**src/design/antialiased_line_rasterizer_unit_macros.svh**
```systemverilog
// Assertion macros shared by the line rasterizer RTL.
// Expects clk and arst_n to be visible where a macro is used.
`ifndef ANTIALIASED_LINE_RASTERIZER_UNIT_MACROS_SVH
`define ANTIALIASED_LINE_RASTERIZER_UNIT_MACROS_SVH

// same-cycle implication
`define AAR_ASSERT_IMP(lbl, ante, cons) \
	lbl: assert property (@(posedge clk) disable iff (!arst_n) (ante) |-> (cons)) \
		else $error("aar assertion failed");

// next-cycle implication
`define AAR_ASSERT_NXT(lbl, ante, cons) \
	lbl: assert property (@(posedge clk) disable iff (!arst_n) (ante) |=> (cons)) \
		else $error("aar assertion failed");

`endif

```
**src/design/aar_pkg.sv**
```systemverilog
// Shared types, constants and helpers for the anti-aliased line rasterizer.
// No dependencies.
package aar_pkg;

	localparam int AAR_COORD_BITS = 16;
	localparam int AAR_COLOR_BITS = 32;
	localparam int AAR_ALPHA_BITS = 8;
	localparam int AAR_CFG_IDX_BITS = 3;

	localparam logic [AAR_ALPHA_BITS-1:0] AAR_ALPHA_HI = 8'hc0;
	localparam logic [AAR_ALPHA_BITS-1:0] AAR_ALPHA_LO = 8'h40;
	localparam logic [AAR_ALPHA_BITS-1:0] AAR_ALPHA_MAX = 8'd255;

	typedef enum logic [AAR_CFG_IDX_BITS-1:0] {
		REG_CLIP_LEFT = 3'd0,
		REG_CLIP_TOP = 3'd1,
		REG_CLIP_RIGHT = 3'd2,
		REG_CLIP_BOTTOM = 3'd3,
		REG_BRUSH_OPACITY = 3'd4,
		REG_LINE_COLOR = 3'd5
	} aar_reg_t;

	typedef enum logic [7:0] {
		ST_IDLE = 8'b0000_0001,
		ST_SETUP = 8'b0000_0010,
		ST_ADV = 8'b0000_0100,
		ST_DIV = 8'b0000_1000,
		ST_SCALE_FG = 8'b0001_0000,
		ST_SCALE_BG = 8'b0010_0000,
		ST_CLIP = 8'b0100_0000,
		ST_EMIT = 8'b1000_0000
	} aar_state_t;

	typedef struct packed {
		logic busy;
		logic done;
	} aar_div_stat_t;

	// opacity * a / 255, exact for 8-bit operands
	function automatic logic [AAR_ALPHA_BITS-1:0] aar_scale(
		input logic [AAR_ALPHA_BITS-1:0] op,
		input logic [AAR_ALPHA_BITS-1:0] a
	);
		logic [2*AAR_ALPHA_BITS-1:0] p;
		logic [AAR_ALPHA_BITS-1:0] q0;
		logic [AAR_ALPHA_BITS:0] r;
		p = (2*AAR_ALPHA_BITS)'(op) * (2*AAR_ALPHA_BITS)'(a);
		q0 = p[2*AAR_ALPHA_BITS-1:AAR_ALPHA_BITS];
		r = {1'b0, p[AAR_ALPHA_BITS-1:0]} + {1'b0, q0};
		return q0 + ((r >= {1'b0, AAR_ALPHA_MAX}) ? 8'd1 : 8'd0);
	endfunction

endpackage

```
**src/design/aar_div.sv**
```systemverilog
// Iterative restoring divider: 8-bit quotient of (dividend * 256) / divisor.
// Depends on aar_pkg and the macro header; dividend must be below divisor.
`include "antialiased_line_rasterizer_unit_macros.svh"

module aar_div #(
	parameter int W = aar_pkg::AAR_COORD_BITS
) (
	input logic clk,
	input logic arst_n,
	input logic start,
	input logic [W-1:0] dividend,
	input logic [W-1:0] divisor,
	output logic [aar_pkg::AAR_ALPHA_BITS-1:0] quotient,
	output aar_pkg::aar_div_stat_t stat
);
	import aar_pkg::*;

	localparam int CNT_BITS = $clog2(AAR_ALPHA_BITS);
	localparam logic [CNT_BITS-1:0] CNT_LAST = CNT_BITS'(AAR_ALPHA_BITS - 1);

	logic [W-1:0] rem_q;
	logic [W-1:0] dvs_q;
	logic [AAR_ALPHA_BITS-1:0] quo_q;
	logic [CNT_BITS-1:0] cnt_q;
	logic busy_q;
	logic done_q;
	logic [W:0] trial;
	logic [W:0] diff;
	logic fits;

	assign trial = {rem_q, 1'b0};
	assign diff = trial - {1'b0, dvs_q};
	assign fits = trial >= {1'b0, dvs_q};

	always_ff @(posedge clk or negedge arst_n) begin
		if (!arst_n) begin
			busy_q <= 1'b0;
			done_q <= 1'b0;
			cnt_q <= '0;
		end else begin
			done_q <= 1'b0;
			if (start) begin
				busy_q <= 1'b1;
				cnt_q <= '0;
			end else if (busy_q) begin
				cnt_q <= cnt_q + 1'b1;
				if (cnt_q == CNT_LAST) begin
					busy_q <= 1'b0;
					done_q <= 1'b1;
				end
			end
		end
	end

	always_ff @(posedge clk) begin
		if (start) begin
			rem_q <= dividend;
			dvs_q <= divisor;
			quo_q <= '0;
		end else if (busy_q) begin
			rem_q <= fits ? diff[W-1:0] : trial[W-1:0];
			quo_q <= {quo_q[AAR_ALPHA_BITS-2:0], fits};
		end
	end

	assign quotient = quo_q;
	assign stat.busy = busy_q;
	assign stat.done = done_q;

	`AAR_ASSERT_IMP(a_div_no_restart, start, !busy_q)
	`AAR_ASSERT_IMP(a_div_rem_below, busy_q, rem_q < dvs_q)
	`AAR_ASSERT_NXT(a_div_done_after_last, busy_q && !start && cnt_q == CNT_LAST, done_q && !busy_q)

endmodule

```
**src/design/antialiased_line_rasterizer_unit.sv**
```systemverilog
// Two-ended anti-aliased line rasterizer, top level with sequencer.
// Start item: a single result unless it is a unit diagonal; the next item is taken once that result is emitted.
// Unit diagonal start: one result per kept corner, or a single status result if none is kept.
// Step item: once the restoring divider has produced the alpha quotient, one result per cycle
//   while out_ready allows it, up to four.
// A result waits on out_ready; arst_n clears sequencer, line and config.
`include "antialiased_line_rasterizer_unit_macros.svh"

module antialiased_line_rasterizer_unit #(
	parameter int COORD_BITS = aar_pkg::AAR_COORD_BITS,
	parameter int COLOR_BITS = aar_pkg::AAR_COLOR_BITS,
	parameter int CFG_BITS = (COORD_BITS > COLOR_BITS) ? COORD_BITS : COLOR_BITS
) (
	input logic clk,
	input logic arst_n,
	// configuration writes
	input logic cfg_we,
	input logic [aar_pkg::AAR_CFG_IDX_BITS-1:0] cfg_index,
	input logic [CFG_BITS-1:0] cfg_data,
	// input items
	input logic in_valid,
	output logic in_ready,
	input logic command,
	input logic signed [COORD_BITS-1:0] x_first,
	input logic signed [COORD_BITS-1:0] y_first,
	input logic signed [COORD_BITS-1:0] x_second,
	input logic signed [COORD_BITS-1:0] y_second,
	// result items
	output logic out_valid,
	input logic out_ready,
	output logic signed [COORD_BITS-1:0] pixel_x,
	output logic signed [COORD_BITS-1:0] pixel_y,
	output logic [COLOR_BITS-1:0] pixel_color,
	output logic [aar_pkg::AAR_ALPHA_BITS-1:0] pixel_alpha,
	output logic drawn,
	output logic last_of_item,
	output logic line_done
);
	import aar_pkg::*;

	// one extra bit so neighbors and end-of-line moves never wrap
	localparam int CW = COORD_BITS + 1;
	localparam logic signed [CW-1:0] ONE_S = CW'(1);
	localparam logic signed [CW-1:0] MINUS_ONE_S = {CW{1'b1}};
	localparam logic [COORD_BITS-1:0] CLIP_MAX_RST = {1'b0, {(COORD_BITS-1){1'b1}}};

	// config registers
	logic signed [COORD_BITS-1:0] clip_l_q, clip_t_q, clip_r_q, clip_b_q;
	logic [AAR_ALPHA_BITS-1:0] opacity_q;
	logic [COLOR_BITS-1:0] color_q;

	// line state
	aar_state_t state_q;
	logic active_q, major_x_q, minor_neg_q;
	logic signed [CW-1:0] nx_q, ny_q, fx_q, fy_q;
	logic [COORD_BITS:0] dterm_q;         // stays below twice the major delta
	logic [COORD_BITS-1:0] maj_q, min_q;

	// per-item working registers
	logic diag_q, step_adv_q, done_q;
	logic [AAR_ALPHA_BITS-1:0] fg_raw_q, bg_raw_q, fg_q, bg_q;
	logic [3:0] mask_q;
	logic [1:0] k_q;

	// output register
	logic out_valid_q;
	logic signed [COORD_BITS-1:0] out_x_q, out_y_q;
	logic [COLOR_BITS-1:0] out_color_q;
	logic [AAR_ALPHA_BITS-1:0] out_alpha_q;
	logic out_drawn_q, out_last_q, out_done_q;

	// decision term after the optional subtract, also the divider's dividend
	logic dterm_ge;
	logic [COORD_BITS:0] dterm_adj;
	logic signed [CW-1:0] s_off, nmaj, fmaj;

	// divider hookup
	logic div_start;
	logic [AAR_ALPHA_BITS-1:0] div_quo;
	aar_div_stat_t div_stat;

	aar_div #(
		.W(COORD_BITS)
	) u_div (
		.clk(clk),
		.arst_n(arst_n),
		.start(div_start),
		.dividend(dterm_adj[COORD_BITS-1:0]),
		.divisor(maj_q),
		.quotient(div_quo),
		.stat(div_stat)
	);

	// ---------------- configuration ----------------
	always_ff @(posedge clk or negedge arst_n) begin
		if (!arst_n) begin
			clip_l_q <= '0;
			clip_t_q <= '0;
			clip_r_q <= CLIP_MAX_RST;
			clip_b_q <= CLIP_MAX_RST;
			opacity_q <= AAR_ALPHA_MAX;
			color_q <= '0;
		end else if (cfg_we) begin
			case (cfg_index)
				REG_CLIP_LEFT: clip_l_q <= cfg_data[COORD_BITS-1:0];
				REG_CLIP_TOP: clip_t_q <= cfg_data[COORD_BITS-1:0];
				REG_CLIP_RIGHT: clip_r_q <= cfg_data[COORD_BITS-1:0];
				REG_CLIP_BOTTOM: clip_b_q <= cfg_data[COORD_BITS-1:0];
				REG_BRUSH_OPACITY: opacity_q <= cfg_data[AAR_ALPHA_BITS-1:0];
				REG_LINE_COLOR: color_q <= cfg_data[COLOR_BITS-1:0];
				default: ;
			endcase
		end
	end

	// ---------------- start setup: deltas and ordering ----------------
	logic signed [CW-1:0] dxs, dys, dxa, dya;
	logic [COORD_BITS-1:0] dx, dy;
	logic no_draw, is_diag, maj_x, swap;
	logic signed [CW-1:0] snx, sny, sfx, sfy;

	always_comb begin
		dxs = fx_q - nx_q;
		dys = fy_q - ny_q;
		dxa = dxs[CW-1] ? -dxs : dxs;
		dya = dys[CW-1] ? -dys : dys;
		dx = dxa[COORD_BITS-1:0];
		dy = dya[COORD_BITS-1:0];
		no_draw = (opacity_q == '0) || (dx == '0) || (dy == '0);
		is_diag = (dx == COORD_BITS'(1)) && (dy == COORD_BITS'(1));
		maj_x = dx >= dy;
		swap = maj_x ? (nx_q > fx_q) : (ny_q > fy_q);
		snx = swap ? fx_q : nx_q;
		sny = swap ? fy_q : ny_q;
		sfx = swap ? nx_q : fx_q;
		sfy = swap ? ny_q : fy_q;
	end

	// ---------------- step advance: decision term ----------------
	always_comb begin
		dterm_ge = dterm_q >= {1'b0, maj_q};
		dterm_adj = dterm_ge ? (dterm_q - {1'b0, maj_q}) : dterm_q;
		s_off = minor_neg_q ? MINUS_ONE_S : ONE_S;
		nmaj = major_x_q ? nx_q : ny_q;
		fmaj = major_x_q ? fx_q : fy_q;
	end

	assign div_start = (state_q == ST_ADV);

	// ---------------- candidate pixels ----------------
	// slot 0 near fg, 1 near bg, 2 far fg, 3 far bg; diagonal uses its own corners
	logic signed [CW-1:0] cx [4];
	logic signed [CW-1:0] cy [4];
	logic cf [4];

	always_comb begin
		cx[0] = nx_q; cy[0] = ny_q; cf[0] = 1'b1;
		if (diag_q) begin
			cx[1] = fx_q; cy[1] = fy_q; cf[1] = 1'b0;
			cx[2] = nx_q; cy[2] = fy_q; cf[2] = 1'b0;
			cx[3] = fx_q; cy[3] = ny_q; cf[3] = 1'b1;
		end else if (major_x_q) begin
			cx[1] = nx_q; cy[1] = ny_q + s_off; cf[1] = 1'b0;
			cx[2] = fx_q; cy[2] = fy_q; cf[2] = 1'b1;
			cx[3] = fx_q; cy[3] = fy_q - s_off; cf[3] = 1'b0;
		end else begin
			cx[1] = nx_q + s_off; cy[1] = ny_q; cf[1] = 1'b0;
			cx[2] = fx_q; cy[2] = fy_q; cf[2] = 1'b1;
			cx[3] = fx_q - s_off; cy[3] = fy_q; cf[3] = 1'b0;
		end
	end

	// clip test for the slot under k_q (one slot per cycle)
	logic signed [CW-1:0] cl_w, ct_w, cr_w, cb_w;
	logic in_clip, keep_far, slot_on;

	always_comb begin
		cl_w = CW'(clip_l_q);
		ct_w = CW'(clip_t_q);
		cr_w = CW'(clip_r_q);
		cb_w = CW'(clip_b_q);
		in_clip = (cx[k_q] >= cl_w) && (cx[k_q] <= cr_w) &&
			(cy[k_q] >= ct_w) && (cy[k_q] <= cb_w);
		// middle meeting: far end would repeat the near end
		keep_far = diag_q || (nmaj != fmaj);
		slot_on = (opacity_q != '0) && in_clip && (!k_q[1] || keep_far);
	end

	// emit: lowest pending slot goes first
	logic [1:0] sel;
	logic out_free, sel_last, emit_fire;

	always_comb begin
		if (mask_q[0]) sel = 2'd0;
		else if (mask_q[1]) sel = 2'd1;
		else if (mask_q[2]) sel = 2'd2;
		else sel = 2'd3;
		sel_last = (mask_q & (mask_q - 4'd1)) == 4'd0;
		out_free = !out_valid_q || out_ready;
	end

	assign emit_fire = (state_q == ST_EMIT) && out_free;
	assign in_ready = (state_q == ST_IDLE);

	// ---------------- sequencer ----------------
	always_ff @(posedge clk or negedge arst_n) begin
		if (!arst_n) begin
			state_q <= ST_IDLE;
			active_q <= 1'b0;
			major_x_q <= 1'b0;
			minor_neg_q <= 1'b0;
			nx_q <= '0;
			ny_q <= '0;
			fx_q <= '0;
			fy_q <= '0;
			dterm_q <= '0;
			maj_q <= '0;
			min_q <= '0;
			diag_q <= 1'b0;
			step_adv_q <= 1'b0;
			done_q <= 1'b0;
			fg_raw_q <= '0;
			bg_raw_q <= '0;
			fg_q <= '0;
			bg_q <= '0;
			mask_q <= '0;
			k_q <= '0;
			out_valid_q <= 1'b0;
			out_x_q <= '0;
			out_y_q <= '0;
			out_color_q <= '0;
			out_alpha_q <= '0;
			out_drawn_q <= 1'b0;
			out_last_q <= 1'b0;
			out_done_q <= 1'b0;
		end else begin
			if (emit_fire) out_valid_q <= 1'b1;
			else if (out_ready) out_valid_q <= 1'b0;
			case (state_q)
				ST_IDLE: begin
					if (in_valid) begin
						diag_q <= 1'b0;
						step_adv_q <= 1'b0;
						mask_q <= '0;
						if (!command) begin
							// start: latch raw endpoints, sort out next cycle
							nx_q <= CW'(x_first);
							ny_q <= CW'(y_first);
							fx_q <= CW'(x_second);
							fy_q <= CW'(y_second);
							state_q <= ST_SETUP;
						end else if (active_q) begin
							step_adv_q <= 1'b1;
							state_q <= ST_ADV;
						end else begin
							// step with no line: status only
							done_q <= 1'b1;
							state_q <= ST_EMIT;
						end
					end
				end
				ST_SETUP: begin
					active_q <= 1'b0;
					if (no_draw) begin
						done_q <= 1'b1;
						state_q <= ST_EMIT;
					end else if (is_diag) begin
						diag_q <= 1'b1;
						done_q <= 1'b1;
						fg_raw_q <= AAR_ALPHA_HI;
						bg_raw_q <= AAR_ALPHA_LO;
						state_q <= ST_SCALE_FG;
					end else begin
						active_q <= 1'b1;
						major_x_q <= maj_x;
						nx_q <= snx;
						ny_q <= sny;
						fx_q <= sfx;
						fy_q <= sfy;
						dterm_q <= '0;
						maj_q <= maj_x ? dx : dy;
						min_q <= maj_x ? dy : dx;
						minor_neg_q <= maj_x ? (sfy < sny) : (sfx < snx);
						done_q <= 1'b0;
						state_q <= ST_EMIT;
					end
				end
				ST_ADV: begin
					dterm_q <= dterm_adj;
					if (dterm_ge) begin
						if (major_x_q) begin
							ny_q <= ny_q + s_off;
							fy_q <= fy_q - s_off;
						end else begin
							nx_q <= nx_q + s_off;
							fx_q <= fx_q - s_off;
						end
					end
					// line ends once the two ends cross after this step
					done_q <= !((nmaj + ONE_S) <= (fmaj - ONE_S));
					state_q <= ST_DIV;
				end
				ST_DIV: begin
					if (div_stat.done) begin
						bg_raw_q <= div_quo;
						fg_raw_q <= AAR_ALPHA_MAX - div_quo;
						state_q <= ST_SCALE_FG;
					end
				end
				ST_SCALE_FG: begin
					fg_q <= aar_scale(opacity_q, fg_raw_q);
					state_q <= ST_SCALE_BG;
				end
				ST_SCALE_BG: begin
					bg_q <= aar_scale(opacity_q, bg_raw_q);
					k_q <= '0;
					state_q <= ST_CLIP;
				end
				ST_CLIP: begin
					mask_q[k_q] <= slot_on;
					k_q <= k_q + 2'd1;
					if (k_q == 2'd3) state_q <= ST_EMIT;
				end
				ST_EMIT: begin
					if (out_free) begin
						out_done_q <= done_q;
						if (mask_q == '0) begin
							out_x_q <= '0;
							out_y_q <= '0;
							out_color_q <= '0;
							out_alpha_q <= '0;
							out_drawn_q <= 1'b0;
							out_last_q <= 1'b1;
						end else begin
							out_x_q <= cx[sel][COORD_BITS-1:0];
							out_y_q <= cy[sel][COORD_BITS-1:0];
							out_color_q <= color_q;
							out_alpha_q <= cf[sel] ? fg_q : bg_q;
							out_drawn_q <= 1'b1;
							out_last_q <= sel_last;
							mask_q[sel] <= 1'b0;
						end
						if (mask_q == '0 || sel_last) begin
							// item finished: a step item also moves both ends one major position
							if (step_adv_q) begin
								if (major_x_q) begin
									nx_q <= nx_q + ONE_S;
									fx_q <= fx_q - ONE_S;
								end else begin
									ny_q <= ny_q + ONE_S;
									fy_q <= fy_q - ONE_S;
								end
								dterm_q <= dterm_q + {1'b0, min_q};
								active_q <= !done_q;
							end
							state_q <= ST_IDLE;
						end
					end
				end
				default: state_q <= ST_IDLE;
			endcase
		end
	end

	assign out_valid = out_valid_q;
	assign pixel_x = out_x_q;
	assign pixel_y = out_y_q;
	assign pixel_color = out_color_q;
	assign pixel_alpha = out_alpha_q;
	assign drawn = out_drawn_q;
	assign last_of_item = out_last_q;
	assign line_done = out_done_q;

	`AAR_ASSERT_IMP(a_status_is_last, out_valid_q && !out_drawn_q, out_last_q)
	`AAR_ASSERT_IMP(a_div_only_in_div, div_stat.busy, state_q == ST_DIV)
	`AAR_ASSERT_IMP(a_adv_needs_line, state_q == ST_ADV, active_q && step_adv_q && maj_q != '0)

endmodule

```
**config.mk**
```make
export PLATFORM = sky130hd
export DESIGN_NAME = antialiased_line_rasterizer_unit
export DESIGN_NICKNAME = d
export VERILOG_FILES = /design/src/design/aar_pkg.sv /design/src/design/aar_div.sv /design/src/design/antialiased_line_rasterizer_unit.sv
export VERILOG_INCLUDE_DIRS = /design/src /design/src/design
export SDC_FILE = /design/constraint.sdc
export NUM_CORES = 2
export LEC_CHECK = 0
export BUFFER_PORTS_ARGS = -buffer_cell sky130_fd_sc_hd__buf_2
export CAP_MARGIN = 10
export CORE_MARGIN = 1.5
export CORE_UTILIZATION = 55
export DETAILED_ROUTE_END_ITERATION = 10
export PLACE_DENSITY = 0.73
export REMOVE_ABC_BUFFERS = 1
export SLEW_MARGIN = 20
export SYNTH_ARGS = -nofsm -noshare
export SYNTH_HDL_FRONTEND = slang
export SYNTH_SLANG_ARGS = --single-unit
```
**constraint.sdc**
```tcl
create_clock -name clk -period 8.7 [get_ports clk]
set_input_delay 0.435 -clock clk [delete_from_list [all_inputs] [get_ports clk]]
set_output_delay 0.435 -clock clk [all_outputs]
set_load 0.01 [all_outputs]
```
# [Word level (Yosys, flattened, before mapping)]
# Index checks and enable logic that the tools add are counted.
[op_classes] mux=155 mul=2 n_eq_ne=36 n_lt_le_gt_ge=20 reduce_logical=55 n_addsub=25 bitwise_logic=7
[ops] operator="two-way mux 17 bit" count=57
[ops] operator="case mux 17 bit (4 select lines)" count=4
[ops] operator="two-way mux 16 bit" count=13
[ops] operator="two-way mux 51 bit" count=4
[ops] operator="binary-select mux 17 bit (select 2 bit)" count=4
[ops] operator="two-way mux 8 bit" count=17
[ops] operator=">= comparator 17 x 16 -> 1 bit" count=4
[ops] operator="subtractor 17 bit" count=4
[ops] operator="case mux 8 bit (8 select lines)" count=1
[ops] operator="adder 17 x 2 -> 17 bit (second input constant)" count=3
[ops] operator="case mux 17 bit (3 select lines)" count=1
[ops] operator="subtractor 17 x 2 -> 17 bit (second input constant)" count=3
[ops] operator="adder 17 bit" count=2
[ops] operator="greater-than comparator 17 bit" count=2
[ops] operator="less-or-equal comparator 17 x 16 -> 1 bit" count=2
[ops] operator="less-than comparator 17 bit" count=2
[ops] operator="two-way mux 1 bit" count=34
[ops] operator="== test 16 x 1 -> 1 bit (second input constant)" count=2
[ops] operator="logical NOT 16 bit" count=2
[ops] operator="multiplier 8 x 8 -> 16 bit" count=2
[ops] operator="two-way mux 32 bit" count=1
[ops] operator="negation 16 bit" count=2
[ops] operator="case mux 8 bit (2 select lines)" count=2
[ops] operator="!= test 2 bit (second input constant)" count=15
[ops] operator="other kinds (60)" count=117
[totals] register_bits=394

# [Logic depth before layout (Yosys ltp)]
[logic_depth] word_depth=15 mapped_depth=36

# [By module]
# From an unflattened synthesis, not the netlist that was laid out.
[unflattened] cells_unflattened=4691 hier_area_um2=39225.1
[modules_own_cells] mod="antialiased_line_rasterizer_unit" area_per_inst_um2=36603.9 cells_each=4433 instances=1
[modules_own_cells] mod="aar_div" area_per_inst_um2=2621.3 cells_each=258 instances=1

# [Worst setup path before layout]
# Ideal clock, no wire load.
[synth_timing] path_kind="reg2reg" startpoint="reg fx_q[0]" endpoint="reg fx_q[13]" n_path_buf=5 setup_slack_ns=1.883 path_stages_with_launch=26 setup_time_ns=0.123 t_arrival_ns=6.693 period_less_slack_ns=6.817 path_cell_list="dfrtp_1 -> clkbuf_1 -> inv_1 -> ha_1 -> fa_1 -> nand2b_1 -> a21oi_1 -> xor2_1 -> a2111oi_1 -> nand4b_1 -> or3_1 -> o41ai_1 -> xnor2_1 -> ha_1 -> and4_1 -> o211ai_1 -> o31ai_1 -> o211ai_1 -> nand2_1 -> clkbuf_1 -> clkbuf_1 -> buf_1 -> clkbuf_1 -> o21ai_0 -> a211oi_1 -> o21ai_1"
[synth_between] elab_chain_len=9 elab_cells_between_ends=26 cone_classes="add/sub: 4; order compare: 2; eq/ne: 3; mux: 12; reduce/logical: 5"
[synth_lines] element="start: declaration" line_no="antialiased_line_rasterizer_unit.sv:55" text="logic signed [CW-1:0] nx_q, ny_q, fx_q, fy_q;"
[synth_lines] element="start signal: assignment" line_no="antialiased_line_rasterizer_unit.sv:249" text="fx_q <= CW'(x_second);"
[synth_lines] element="start signal: assignment" line_no="antialiased_line_rasterizer_unit.sv:296" text="fx_q <= fx_q - s_off;"
[synth_lines] element="start signal: assignment" line_no="antialiased_line_rasterizer_unit.sv:348" text="fx_q <= fx_q - ONE_S;"
[synth_lines] element="subtractor 17 bit" line_no="antialiased_line_rasterizer_unit.sv:123" text="dxs = fx_q - nx_q;"
[synth_lines] element="negation 16 bit" line_no="antialiased_line_rasterizer_unit.sv:125" text="dxa = dxs[CW-1] ? -dxs : dxs;"
[synth_lines] element="two-way mux 16 bit" line_no="antialiased_line_rasterizer_unit.sv:125"
[synth_lines] element=">= comparator 16 bit" line_no="antialiased_line_rasterizer_unit.sv:131" text="maj_x = dx >= dy;"
[synth_lines] element="two-way mux 1 bit" line_no="antialiased_line_rasterizer_unit.sv:132" text="swap = maj_x ? (nx_q > fx_q) : (ny_q > fy_q);"
[synth_lines] element="two-way mux 17 bit" line_no="antialiased_line_rasterizer_unit.sv:135" text="sfx = swap ? nx_q : fx_q;"
[synth_lines] element="two-way mux 17 bit" line_no="antialiased_line_rasterizer_unit.sv:267" text="end else if (is_diag) begin"
[synth_lines] element="two-way mux 17 bit" line_no="antialiased_line_rasterizer_unit.sv:264" text="if (no_draw) begin"
[synth_lines] element="case mux 17 bit (4 select lines)" line_no="antialiased_line_rasterizer_unit.sv:239" text="case (state_q)"
# Several ways; a longest one is shown, not always the timed one. The select of a mux whose other input is x is not followed.
# A chain may end at the register's enable or synchronous reset.

# [Worst setup path after layout]
[layout_timing] startpoint="reg fy_q[0]" endpoint="reg minor_neg_q"
[layout_between] elab_chain_len=8 elab_cells_between_ends=20 cone_classes="add/sub: 2; order compare: 4; eq/ne: 1; mux: 7; bitwise: 2; reduce/logical: 4"
[layout_lines] element="start: declaration" line_no="antialiased_line_rasterizer_unit.sv:55"
[layout_lines] element="start signal: assignment" line_no="antialiased_line_rasterizer_unit.sv:250" text="fy_q <= CW'(y_second);"
[layout_lines] element="start signal: assignment" line_no="antialiased_line_rasterizer_unit.sv:279" text="fy_q <= sfy;"
[layout_lines] element="start signal: assignment" line_no="antialiased_line_rasterizer_unit.sv:293" text="fy_q <= fy_q - s_off;"
[layout_lines] element="subtractor 17 bit" line_no="antialiased_line_rasterizer_unit.sv:124" text="dys = fy_q - ny_q;"
[layout_lines] element="negation 16 bit" line_no="antialiased_line_rasterizer_unit.sv:126" text="dya = dys[CW-1] ? -dys : dys;"
[layout_lines] element="two-way mux 16 bit" line_no="antialiased_line_rasterizer_unit.sv:126"
[layout_lines] element=">= comparator 16 bit" line_no="antialiased_line_rasterizer_unit.sv:131"
[layout_lines] element="two-way mux 1 bit" line_no="antialiased_line_rasterizer_unit.sv:132"
[layout_lines] element="two-way mux 17 bit, on equally long branches"
[layout_lines] element="less-than comparator 17 bit" line_no="antialiased_line_rasterizer_unit.sv:283" text="minor_neg_q <= maj_x ? (sfy < sny) : (sfx < snx);"
[layout_lines] element="two-way mux 1 bit" line_no="antialiased_line_rasterizer_unit.sv:283"
[layout_lines] element="end signal: assignment" line_no="antialiased_line_rasterizer_unit.sv:283"
[layout_lines] element="end: declaration" line_no="antialiased_line_rasterizer_unit.sv:54" text="logic active_q, major_x_q, minor_neg_q;"
# Several ways; a longest one is shown, not always the timed one.

==> reports/results.ini <==
[run_status]
run_status = complete, no violations

[place]
port_buffers = 181
place_inst = 5760
dpl.hpwl_um = 104000
dp_slack_ns = 1.11
placed_area_um2 = 41600
finalWeightedCongestion = 1.01

[final_layout]
nFillCells = 6271
final_common_cell = nand2_1
fin_cells = 5863
drive_gt1_frac = 0.127
nets = 5408
area_growth_pct = 9.36
fin_area_um2 = 43500
multi_input_area_um2 = 27400
mostFrequentLayoutCells = 478 x nand2_1, 374 x o21ai_0, 364 x a21oi_1, 349 x ha_1, 341 x inv_1
layout.area.seq_um2 = 10000

[timing]
max_freq_mhz = 127
setup_tns_ns = 0
setup_viol_count_final = 0
clock-skew-final_ns = 0.0629
fin_crit_ns = 7.89
worstMarginPinSlew_ns = 1.33
slew_headroom = 0.105
layout_setup_ws_ns = 0.812
rsz0062_at_grt = no
report.final.slew_viol_count = 0
fin_crit_sh = 0.907
hold_viol = 0

[route]
vias = 38400
wirelength_um = 140000
drc = 0
drt_iter0_markers = 4241
dr.pass1.iters = 7
wire_per_inst_um = 23.9
vias_per_cell = 6.55
ant_nets = 0

[grt]
grt.total_usage = 0.373
grt_pass1_vias = 36700
overflow = 0
grt_start_max_net_pins = 144
grt_pass1_wl_um = 215000
antenna_found_initial = 4

[worst_hold_path]
min_to = color_q[28]
worstHoldPathCells = 2
hp-class = primary input to register
hold_start = cfg_data[28]

[setup_path]
required_ns = 9.23
startpoint_type = register
critPathCaptureType = register
crit_type = register to register
rrSetupSlack_ns = 0.81
cp.arrival_ns = 8.41
r2r_start = fy_q[0]
worst-path-max-fanout = 39
critPathLaunch = fy_q[0]
rr_worst_depth = 26
reg2reg_to = minor_neg_q

[yosys]
synth_ff_type = dfrtp_1
yosys_register_bits = 394
synth_warnings = 0
avgSynthCellArea_um2 = 8.26
synthArstFlopShare = 0.898
syn-cell-area_um2 = 39800
synth_edf_count = 32
synth.distinct_cells = 111
syn_inst = 4813
yosysSeqAreaShare = 0.252

[clock_tree]
cts_tree = built
clkLatencyLatePin_ns = 0.66
path_clk_slew_ns = 0.07
post_cts_buffers = 0
cts_made_buffers = 48
cts_max_level = 2
cts-root-buf = clkbuf_16
cts_buffer_depth = 3
clock-sinks = 394
ctsResizeCount = 0

[job]
drv_cap = 0

[die]
dieHeight_um = 272
initial_core_util = 0.556
pin_count = 182
core-area_um2 = 71500
rows = 98
dieArea_um2 = 73900
dieWidth_um = 272

[cells by family (layout without fill, tap and decap cells)]
family	Yosys count	in the layout	share of synthesized area
XOR/XNOR	274	274	0.0604
flip-flops	394	394	0.252
adder cells (fa/ha/maj)	433	433	0.152
AND/OR/NAND/NOR	1448	1448	0.176
multiplexers	189	189	0.0561
AO/OA/AOI/OAI	1439	1439	0.241
other	0	2	0
buffers and inverters	636	734	0.0631
[stage by stage]
step / hold WS, ns / util
floorplan: 0.139 / -
global placement: 0.446 / 0.582
detailed placement: 0.461 / 0.582
CTS: 0.00144 / 0.608
global route: 0.0194 / 0.608
finish: 0.0251 / 0.608
[critical path: stages (launching register included)]
cell and delay, ns:
dfrtp_1 0.55, inv_1 0.25, ha_1 0.30, fa_1 0.45
nand2b_1 0.21, a21o_1 0.23, a211oi_2 0.51, nand3_1 0.24
a2111oi_2 0.53, a31oi_1 0.25, xnor2_1 0.40, inv_1 0.09
ha_1 0.32, a21o_1 0.16, a21o_1 0.17, a221oi_1 0.45
o31ai_4 0.22, a21o_1 0.24, nand2_2 0.51, buf_12 0.30
mux2i_1 0.21, a221oi_1 0.10, a311o_1 0.34, o211ai_1 0.11
mux2i_1 0.37, mux2i_1 0.12, o21ai_0 0.15
[synth_stat cells (all sizes together) (62+ instances only)]
library cell / instances / area, µm²
a211oi: 70 / 541
a21o: 98 / 736
a21oi: 365 / 1830
and2: 114 / 713
buf: 62 / 352
clkbuf: 229 / 861
dfrtp: 315 / 7880
fa: 83 / 1660
ha: 349 / 4370
inv: 342 / 1280
mux2: 84 / 953
mux2i: 87 / 871
nand2: 482 / 1810
nand3: 92 / 460
nor2: 314 / 1180
nor3: 134 / 676
o21ai: 392 / 1960
xnor2: 185 / 1620
xor2: 89 / 780
[worst max path at each step]
stage               slack [ns]  cells after the start     endpoint
floorplan                -2.70                     20     nx_q[15]
detailed placement        1.11                     25  minor_neg_q
global placement          1.28                     24  minor_neg_q
finish                    0.81                     26  minor_neg_q
CTS                       1.06                     25  minor_neg_q
global route              0.35                     25  minor_neg_q
[timing repair]
action                                  4_1_cts  5_1_grt
endpoints found under the setup margin        0        0
hold endpoints to repair                     82        0
hold buffers                                 10        0
[layout make-up]
type / instances / area share
Antenna cell: 2 / 0.000115
Clock buffer: 60 / 0.0307
Clock inverter: 30 / 0.00941
Inverter: 345 / 0.0298
Multi-Input combinational cell: 3783 / 0.629
Sequential cell: 394 / 0.231
Tap cell: 950 / 0.0273
Timing Repair Buffer: 299 / 0.0427
[layer usage]
layer	GRT usage	part of all wire	vias to the layer above
met5	0	0	-
met4	0.178	0.053	0
met3	0.0912	0.11	471
met2	0.572	0.43	2031
met1	0.494	0.41	18500
li1	-	-	17400
[sequential cells by signal (all words and copies together), names as in the netlist, 16 cells and up]
signal       cells
color_q         32
pixel_color     32
dterm_q         17
fx_q            17
fy_q            17
nx_q            17
ny_q            17
clip_b_q        16
clip_l_q        16
clip_r_q        16
clip_t_q        16
maj_q           16
min_q           16
pixel_x         16
pixel_y         16
u_div.dvs_q     16
u_div.rem_q     16
Power is left out: the tool's default activity adds up to more than one toggle a clock period on the data nets, which glitch-free logic cannot reach.
